<file path="config.mk">
export PLATFORM = sky130hd
export DESIGN_NAME = pixel_step_toward_limiter_top
export DESIGN_NICKNAME = d
export VERILOG_FILES = /design/src/pstl_pkg.sv /design/src/pixel_step_toward_limiter_top.sv /design/src/pstl_lane.sv /design/src/pstl_merge.sv
export VERILOG_INCLUDE_DIRS = /design/src /design/src/src
export SDC_FILE = /design/constraint.sdc
export NUM_CORES = 1
export LEC_CHECK = 0
export ABC_AREA = 1
export BUFFER_PORTS_ARGS = -buffer_cell sky130_fd_sc_hd__buf_4
export CORE_MARGIN = 3
export CORE_UTILIZATION = 30
export DETAILED_ROUTE_END_ITERATION = 12
export SETUP_SLACK_MARGIN = 0.15
export SLEW_MARGIN = 40
export SYNTH_ARGS = -nofsm -noshare
export SYNTH_HDL_FRONTEND = slang
export SYNTH_SLANG_ARGS = --single-unit
</file>
<file path="constraint.sdc">
create_clock -name clock -period 8.64 [get_ports clock]
set_clock_uncertainty 0.2 [all_clocks]
set_input_delay 1.296 -clock clock [delete_from_list [all_inputs] [get_ports clock]]
set_output_delay 1.296 -clock clock [all_outputs]
set_load 0.02 [all_outputs]
</file>
<file path="src/pixel_step_toward_limiter_top_macros.svh">
// Assertion macros for the pixel step-toward limiter.
`ifndef PIXEL_STEP_TOWARD_LIMITER_TOP_MACROS_SVH
`define PIXEL_STEP_TOWARD_LIMITER_TOP_MACROS_SVH
`ifndef SYNTH
// Condition must hold in the same cycle as its trigger.
`define PSTL_ASSERT_NOW(label, clk, rst, ante, cons) \
   label: assert property (@(posedge clk) disable iff (rst) (ante) |-> (cons)) \
      else $error("pstl assertion failed");
// Condition must hold in the cycle after its trigger.
`define PSTL_ASSERT_NEXT(label, clk, rst, ante, cons) \
   label: assert property (@(posedge clk) disable iff (rst) (ante) |=> (cons)) \
      else $error("pstl assertion failed");
`else
`define PSTL_ASSERT_NOW(label, clk, rst, ante, cons)
`define PSTL_ASSERT_NEXT(label, clk, rst, ante, cons)
`endif
`endif

</file>
<file path="src/pstl_pkg.sv">
// Shared types and constants for the pixel step-toward limiter.
`default_nettype none

package pstl_pkg;

   localparam int unsigned LANES  = 4;
   localparam int unsigned CHAN_W = 8;

   typedef logic [CHAN_W-1:0] chan_type;
   typedef chan_type [LANES-1:0] pix_type;

   // Load strobe and sideband bit handed from the top level to the merge stage.
   typedef struct packed {
      logic load;
      logic last;
   } load_type;

endpackage

`default_nettype wire

</file>
<file path="src/pixel_step_toward_limiter_top.sv">
// Top level of the pixel step-toward limiter: four channel lanes and a merge stage.
// A result beat appears in the output register in the cycle after its request beat is accepted.
// Throughput: one pixel per cycle while the response side does not stall; the single
// output register sets the rate and a new request is taken in any cycle where that register is empty or being drained.
// Reset: synchronous, active high; clears the output valid and sets step_limit to 0.
`default_nettype none
`include "pixel_step_toward_limiter_top_macros.svh"

module pixel_step_toward_limiter_top (
   input  var logic       clock,
   input  var logic       reset,
   input  var logic       csr_wr_en,
   input  var logic [7:0] csr_wr_data,
   input  var logic       req_valid,
   output var logic       req_stall,
   input  var logic [7:0] req_cur_c0,
   input  var logic [7:0] req_cur_c1,
   input  var logic [7:0] req_cur_c2,
   input  var logic [7:0] req_cur_c3,
   input  var logic [7:0] req_tgt_c0,
   input  var logic [7:0] req_tgt_c1,
   input  var logic [7:0] req_tgt_c2,
   input  var logic [7:0] req_tgt_c3,
   input  var logic       req_last_in,
   output var logic       rsp_valid,
   input  var logic       rsp_stall,
   output var logic [7:0] rsp_out_c0,
   output var logic [7:0] rsp_out_c1,
   output var logic [7:0] rsp_out_c2,
   output var logic [7:0] rsp_out_c3,
   output var logic       rsp_last_out
);

   // The step limit register. The user must write it only while the block is idle, so
   // a beat in flight never sees it change; the block itself does not enforce this.
   pstl_pkg::chan_type step_limit_ff, step_limit_in;

   always_comb begin
      step_limit_in = csr_wr_en ? csr_wr_data : step_limit_ff;
   end

   always_ff @(posedge clock) begin
      if (reset) begin
         step_limit_ff <= '0;
      end else begin
         step_limit_ff <= step_limit_in;
      end
   end

   // Gather the channels of each side into one vector per pixel so that the
   // lanes can be generated.
   pstl_pkg::pix_type cur_pix;
   pstl_pkg::pix_type tgt_pix;
   pstl_pkg::pix_type lane_res;
   pstl_pkg::pix_type out_pix;

   assign cur_pix[0] = req_cur_c0;
   assign cur_pix[1] = req_cur_c1;
   assign cur_pix[2] = req_cur_c2;
   assign cur_pix[3] = req_cur_c3;
   assign tgt_pix[0] = req_tgt_c0;
   assign tgt_pix[1] = req_tgt_c1;
   assign tgt_pix[2] = req_tgt_c2;
   assign tgt_pix[3] = req_tgt_c3;

   // Each lane handles one channel independently; all share the limit.
   for (genvar g = 0; g < pstl_pkg::LANES; g++) begin : g_lane
      pstl_lane u_lane (
         .cur    (cur_pix[g]),
         .tgt    (tgt_pix[g]),
         .limit  (step_limit_ff),
         .result (lane_res[g])
      );
   end

   // A request beat is taken whenever the output register is empty or its
   // beat leaves in the same cycle.
   logic               out_valid;
   logic               accept;
   pstl_pkg::load_type ctl;

   assign req_stall = out_valid && rsp_stall;
   assign accept    = req_valid && !req_stall;
   assign ctl.load  = accept;
   assign ctl.last  = req_last_in;

   pstl_merge u_merge (
      .clock (clock),
      .reset (reset),
      .ctl   (ctl),
      .lanes (lane_res),
      .pix   (out_pix),
      .last  (rsp_last_out),
      .valid (out_valid),
      .stall (rsp_stall)
   );

   assign rsp_valid  = out_valid;
   assign rsp_out_c0 = out_pix[0];
   assign rsp_out_c1 = out_pix[1];
   assign rsp_out_c2 = out_pix[2];
   assign rsp_out_c3 = out_pix[3];

   // High while the limit disables every move.
   logic limit_off;

   assign limit_off = (step_limit_ff == '0);

   // An accepted beat always lands in the output register.
   `PSTL_ASSERT_NEXT(a_accept_fills, clock, reset, accept, rsp_valid)
   // Back-pressure on the request side only comes from a held result.
   `PSTL_ASSERT_NOW(a_stall_has_cause, clock, reset, req_stall, rsp_valid && rsp_stall)
   // The last-pixel mark follows its own beat.
   `PSTL_ASSERT_NEXT(a_last_follows, clock, reset, accept, rsp_last_out == $past(req_last_in))
   // With a zero limit the pixel passes unchanged.
   `PSTL_ASSERT_NEXT(a_zero_limit, clock, reset, accept && limit_off, out_pix == $past(cur_pix))

endmodule

`default_nettype wire

</file>
<file path="src/pstl_lane.sv">
// One channel lane: moves a current value toward a target under the step limit.
`default_nettype none

module pstl_lane (
   input  var pstl_pkg::chan_type cur,
   input  var pstl_pkg::chan_type tgt,
   input  var pstl_pkg::chan_type limit,
   output var pstl_pkg::chan_type result
);

   logic                         up;
   pstl_pkg::chan_type           mag;
   logic [pstl_pkg::CHAN_W:0]    limit_p1;
   pstl_pkg::chan_type           half;
   logic [pstl_pkg::CHAN_W:0]    back_off;
   pstl_pkg::chan_type           step;

   always_comb begin
      up       = (tgt >= cur);
      mag      = up ? (tgt - cur) : (cur - tgt);
      limit_p1 = {1'b0, limit} + {{pstl_pkg::CHAN_W{1'b0}}, 1'b1};
      half     = limit_p1[pstl_pkg::CHAN_W:1];
      back_off = limit_p1 - {1'b0, mag};

      // Beyond the limit nothing moves; within half of it the full distance
      // is taken; in between the step shrinks as the distance grows.
      if ((mag == '0) || (mag > limit)) begin
         step = '0;
      end else if (mag <= half) begin
         step = mag;
      end else begin
         step = back_off[pstl_pkg::CHAN_W-1:0];
      end

      result = up ? (cur + step) : (cur - step);
   end

endmodule

`default_nettype wire

</file>
<file path="src/pstl_merge.sv">
// Merge stage: gathers the lane results into the registered output beat.
`default_nettype none

module pstl_merge (
   input  var logic               clock,
   input  var logic               reset,
   input  var pstl_pkg::load_type ctl,
   input  var pstl_pkg::pix_type  lanes,
   output var pstl_pkg::pix_type  pix,
   output var logic               last,
   output var logic               valid,
   input  var logic               stall
);

   logic              valid_ff, valid_in;
   pstl_pkg::pix_type pix_ff, pix_in;
   logic              last_ff, last_in;

   always_comb begin
      valid_in = valid_ff;
      pix_in   = pix_ff;
      last_in  = last_ff;
      if (ctl.load) begin
         valid_in = 1'b1;
         pix_in   = lanes;
         last_in  = ctl.last;
      end else if (!stall) begin
         valid_in = 1'b0;
      end
   end

   always_ff @(posedge clock) begin
      if (reset) begin
         valid_ff <= 1'b0;
      end else begin
         valid_ff <= valid_in;
      end
   end

   always_ff @(posedge clock) begin
      pix_ff  <= pix_in;
      last_ff <= last_in;
   end

   assign pix   = pix_ff;
   assign last  = last_ff;
   assign valid = valid_ff;

endmodule

`default_nettype wire
</file>
# Yosys cells after proc, flatten, opt, wreduce, memory -nomap -nowiden
# Index checks and enable logic that the tools add are counted.
# totals
ff_bits	42
output_inout_bits	35
input_bits	78
# op_classes
reduce_logical	11
n_eq_ne	1
n_addsub	21
magnitude_cmp	12
n_mux	18
# ops
operator	count
8-bit two-way mux	16
8-bit subtractor	16
8-bit adder	4
8-bit greater-or-equal comparator	4
8-bit > comparator	4
8-bit less-or-equal comparator	4
8-bit zero test	4
8-bit by 1-bit adder with 9-bit output, second input constant	1
1-bit logical OR	4
1-bit logical AND	2
1-bit two-way mux	2
2-bit by 1-bit inequality test with 1-bit output, second input constant	1
1-bit zero test	1

# Depth between registers and ports, before layout
# logic_depth
word_depth	7
depth_mapped	40

# Modules after synthesis
# Synthesis repeated with hierarchy kept, for this count alone.
# unflattened
hier_cells	1795
hier_area_um2	11509.8
# by_module_without_submodules
module	cells_each	seq_area_each_um2	n_inst	area_per_inst_um2
pstl_lane at g_lane[3].u_lane	425	0.0	1	2541.2
pstl_lane at g_lane[0].u_lane	421	0.0	1	2536.2
pstl_lane at g_lane[1].u_lane	433	0.0	1	2532.4
pstl_lane at g_lane[2].u_lane	424	0.0	1	2516.2
pstl_merge	37	1011.0	1	1027.2
pixel_step_toward_limiter_top	55	160.2	1	356.6

# Worst setup path before layout
# OpenSTA, ideal clock, no wires.
# synth_path
path_type	input port to flip-flop
start	input port req_tgt_c1[0]
end	register u_merge.pix_ff, in the netlist u_merge.pix[15], data pin
required_time_ns	8.188
stages	33
t_arrival_ns	6.155
setup_time_ns	0.252
setup_slack_ns	2.033
path_buffers	1
cell_sequence	inv_1 ha_1 inv_1 fa_1 inv_1 o21ai_1 o21ai_1 nand2_1 buf_4 o21ai_2 inv_1 ha_1 inv_1 o41ai_1 a21boi_1 nand2_1 ha_1 nor2_1 xnor2_1 ha_1 a21oi_1 nand2_1 a21o_1 a21oi_1 o21ai_0 a21o_1 xor2_1 inv_1 nand4_1 nand2_1 inv_1 nand2_1 nand2_1
# synth_via
elab_chain_cells	7
elab_cells_between_ends	14
# synth_rtl
element	line_no	rtl
from (decl)	pixel_step_toward_limiter_top.sv:21	input var logic [7:0] req_tgt_c1,
8-bit subtractor or 8-bit greater-or-equal comparator (tied branches)	pstl_lane.sv:20, pstl_lane.sv:19	
8-bit two-way mux	pstl_lane.sv:20	mag = up ? (tgt - cur) : (cur - tgt);
8-bit subtractor, or another cell as far along	pstl_lane.sv:23	back_off = limit_p1 - {1'b0, mag};
8-bit two-way mux or 1-bit logical OR (tied branches)	pstl_lane.sv:29, pstl_lane.sv:27	
8-bit two-way mux	pstl_lane.sv:27	if ((mag == '0) || (mag > limit)) begin
8-bit subtractor or 8-bit adder (tied branches)	pstl_lane.sv:35	result = up ? (cur + step) : (cur - step);
8-bit two-way mux (*)	pstl_lane.sv:35	
named net g_lane[1].u_lane.result[7]	pstl_lane.sv:8	output var pstl_pkg::chan_type result
to (signal assigned)	pstl_merge.sv:41	pix_ff <= pix_in;
to (decl)	pstl_merge.sv:16	pstl_pkg::pix_type pix_ff, pix_in;
# The timed path passes the listed nets; every way through them passes the cells marked *.
# A chain may end at the register's enable or synchronous reset.

# Worst setup path in the final report
# Same ends and word-level chain as after synthesis.

==> impl_metrics.csv <==
group,metric,value,unit
drt,drt_wl_total,25470,um
synth,synth.distinct_cells,48,
synth,async_reset_ff_frac,0,
synth,synth_top_family_by_area,"simple AND/OR/NAND/NOR gates",
floorplanning,chipWidth,185.7,um
synth,netlist_area,9692,um^2
pwr,power_density,235.5,nW/um^2
floorplanning,start_util,0.3056,
timing,tightestPinTransition,0.8856,ns
timing,fin_tns_setup,0,ns
pwr,switchingPower,1.331,mW
clocking,h-tree-depth,2,
synth,synth_compound_area_frac,0.1427,
synth,yosysTopAreaCellShare,0.2388,
timing,setup_viol,0,
run_status,status,"finished clean",
synth,synth_xor_area_frac,0.07862,
clocking,holdBufCountCts,0,
grt,gr-total-overflow,0,
synth,avgSynthCellArea,6.607,um^2
critical_path,critPathMostFrequentCell,"nand2_1",
pwr,clockPowerShare,0.086,
floorplanning,die_y,185.7,um
final_layout,nFillCells,3448,
grt,grt_pass1_wl,41980,um
timing,finalCritPeriodShare,0.8487,
synth,synth.area.top_cells,"ha_1 (24%), nand2_1 (15%), edfxtp_1 (10%)",
timing,slew_violations,0,
pwr,p_int,1.294,mW
final_layout,drive_above_1_share,0.1088,
timing,finalHoldViolCount,0,
drt,first_pass_iters,5,
grt,grt_pass1_vias,8843,
placed_design,io_buffer_count,112,
timing,max_freq,136.4,MHz
drt,ant_nets,0,
critical_path,path_max_fanout,13,
placed_design,gp_congestion,0.8965,
critical_path,critPathArrivalTime,7.20,ns
critical_path,crit_type,"primary input to register",
pwr,ir_worst_vdd,0.1029,mV
synth,synth_edf_count,33,
timing,post-route-min-period,7.333,ns
clocking,cts_buffers,5,
synth,ys.flop_type,"edfxtp_1",
critical_path,slowest_delay,0.51,ns
pwr,switching_share,0.5069,
clocking,cts_tree,"done",
floorplanning,die_area,34500,um^2
floorplanning,std_cell_rows,65,
critical_path,path_buf_inv,8,
clocking,cts_sinks,42,
clocking,worstSkewPairLatency,0.30,ns
synth,synthMuxAreaShare,0,
floorplanning,coreArea,31720,um^2
final_layout,final_util,0.3515,
drt,via_count,9335,
synth,synth-seq-area-share,0.1208,
final_layout,multi_input_area,7420,um^2
final_layout,antenna_cells,0,
timing,maxSlewHeadroom,0.4076,
critical_path,cp_top_family,"compound AO/OA/AOI/OAI gates",
final_layout,area_growth,15.03,%
final_layout,regArea,1171,um^2
clocking,post_cts_buffers,0,
timing,rsz0062_at_grt,"no",
pwr,seq_power_share,0.148,
drt,drt-wirelength-per-cell,12.90,um
clocking,cts_root_buf,"clkbuf_16",
critical_path,required,8.51,ns
drt,first_iter_violations,302,
synth,yosysWarnings,0,
synth,synth-simple-area-share,0.2750,
pwr,p_leak,6.140,nW
clocking,path_clk_slew,0.07,ns
drt,routed_via_density,4.729,
min_path,hold_class,"register to register",
grt,antenna_found_initial,0,
critical_path,cp-start-kind,"primary input",
critical_path,cp_slowest_cell,"a21boi_1",
synth,yosysTopAreaCell,"ha_1",
grt,grt_max_degree,18,
synth,syn-num-nets,1744,
grt,grt.total_usage,0.1470,
critical_path,critPathCaptureType,"register",
pwr,p_comb_frac,0.766,
drt,drc,0,
placed_design,dp_hpwl,21720,um
floorplanning,io_pins,113,
clocking,ctsResizeCount,0,
synth,synthCells,1467,
synth,ys_ff_latch,42,
flow_run,cap_violations,0,
synth,synth_fa_ha_area_frac,0.2678,
clocking,cts_buffer_depth,2,
final_layout,fin_nets,1848,
[area by class of cell]
cell class,count,area share
well taps,402,0.04512
clock inverters,2,0.003367
clock buffers,6,0.01156
inverters,263,0.08900
flip-flops and latches,42,0.1051
repair buffers,114,0.08036
multi-input cells,1145,0.6655
[synthesized netlist by cell type, drive strengths merged, types with 2 or more instances]
cell type  number
nand2         397
inv           262
ha            185
a21oi         110
nand3          95
nor2           84
o21ai          72
xor2           70
edfxtp         33
nand4          27
xnor2          17
buf            16
fa             14
a211oi         12
nor3           10
dfxtp           9
a21o            8
o221ai          8
o211ai          7
a31oi           5
o21a            5
a21boi          4
nand3b          4
o21bai          4
or2             4
o41ai           2
[power by group through the flow]
| stage | logic [mW] | clock network, mW | registers, mW |
|---|---|---|---|
| finish | 2.01 | 0.225 | 0.388 |
| global route | 2.33 | 0.241 | 0.395 |
| CTS | 2.02 | 0.235 | 0.390 |
| detailed placement | 2.01 | 0 | 0.394 |
| global placement | 1.98 | 0 | 0.393 |
| floorplan | 1.44 | 0 | 0.490 |
[worst reg2reg max path: cells and delay by family (launching register included)]
| family | cells | cell delay [ns] |
|---|---|---|
| and+or+nand+nor | 9 | 0.96 |
| AOI/OAI and AO/OA | 9 | 1.36 |
| buffers and inverters | 3 | 0.70 |
| DFF | 1 | 0.70 |
| xor gates and xnor gates | 3 | 1.19 |
| adders and majority gates | 4 | 1.23 |
[metal layers]
| layer | global-route usage | part of all wire | vias up |
|---|---|---|---|
| met5 | 0 | 0 | - |
| met3 | 0.01290 | 0.031 | 13 |
| li1 | - | - | 5000 |
| met2 | 0.2648 | 0.49 | 133 |
| met1 | 0.1918 | 0.47 | 4189 |
| met4 | 0.03038 | 0.012 | 0 |
[through the flow]
stage	power, mW	instances	cell area (um^2)	hold WS, ns	setup slack (ns)
final	2.625	1974	11150	0.2861	1.307
after global routing	2.962	1974	11150	0.3138	0.5333
after CTS	2.647	1974	11140	0.2911	1.159
after detailed placement	2.406	1966	10970	0.2806	0.8276
after global placement	2.373	1964	10920	0.2652	1.005
after floorplan	1.929	1467	9692	0.3515	2.033
[cell families (layout without fill, tap and decap cells)]
family / Yosys count / count (layout)
compound gates: 238 / 238
xor+xnor: 87 / 87
fa+ha+maj: 199 / 199
buf+inv: 280 / 385
flops: 42 / 42
simple gates: 621 / 621
[cell usage in the layout (no fill, tap or decap), drive strengths merged, types with 10 or more instances in the layout]
cell    count
nor2       84
buf       114
a21oi     110
a211oi     12
nor3       10
ha        185
xnor2      17
nand3      95
xor2       70
o21ai      72
edfxtp     33
nand4      27
fa         14
nand2     397
inv       262
[final timing paths]
| path | from | to | slack (ns) | depth (start not counted) |
|---|---|---|---|---|
| setup reg to reg | step_limit_ff[0]$_SDFFE_PP0P_ | u_merge.pix[23]$_DFFE_PP_ | 2.06 | 28 |
| setup / recovery | req_tgt_c1[0] | u_merge.pix[15]$_DFFE_PP_ | 1.31 | 38 |
| hold reg to reg | u_merge.valid$_SDFFE_PP0P_ | u_merge.valid$_SDFFE_PP0P_ | 0.29 | 2 |
| hold / removal | u_merge.valid$_SDFFE_PP0P_ | u_merge.valid$_SDFFE_PP0P_ | 0.29 | 2 |
[state kept, by name, summed over array words and instances, names as in the netlist]
name	cells
u_merge.last	1
u_merge.pix	32
u_merge.valid	1
step_limit_ff	8
Note: power is estimated with default switching activity, not from simulation.
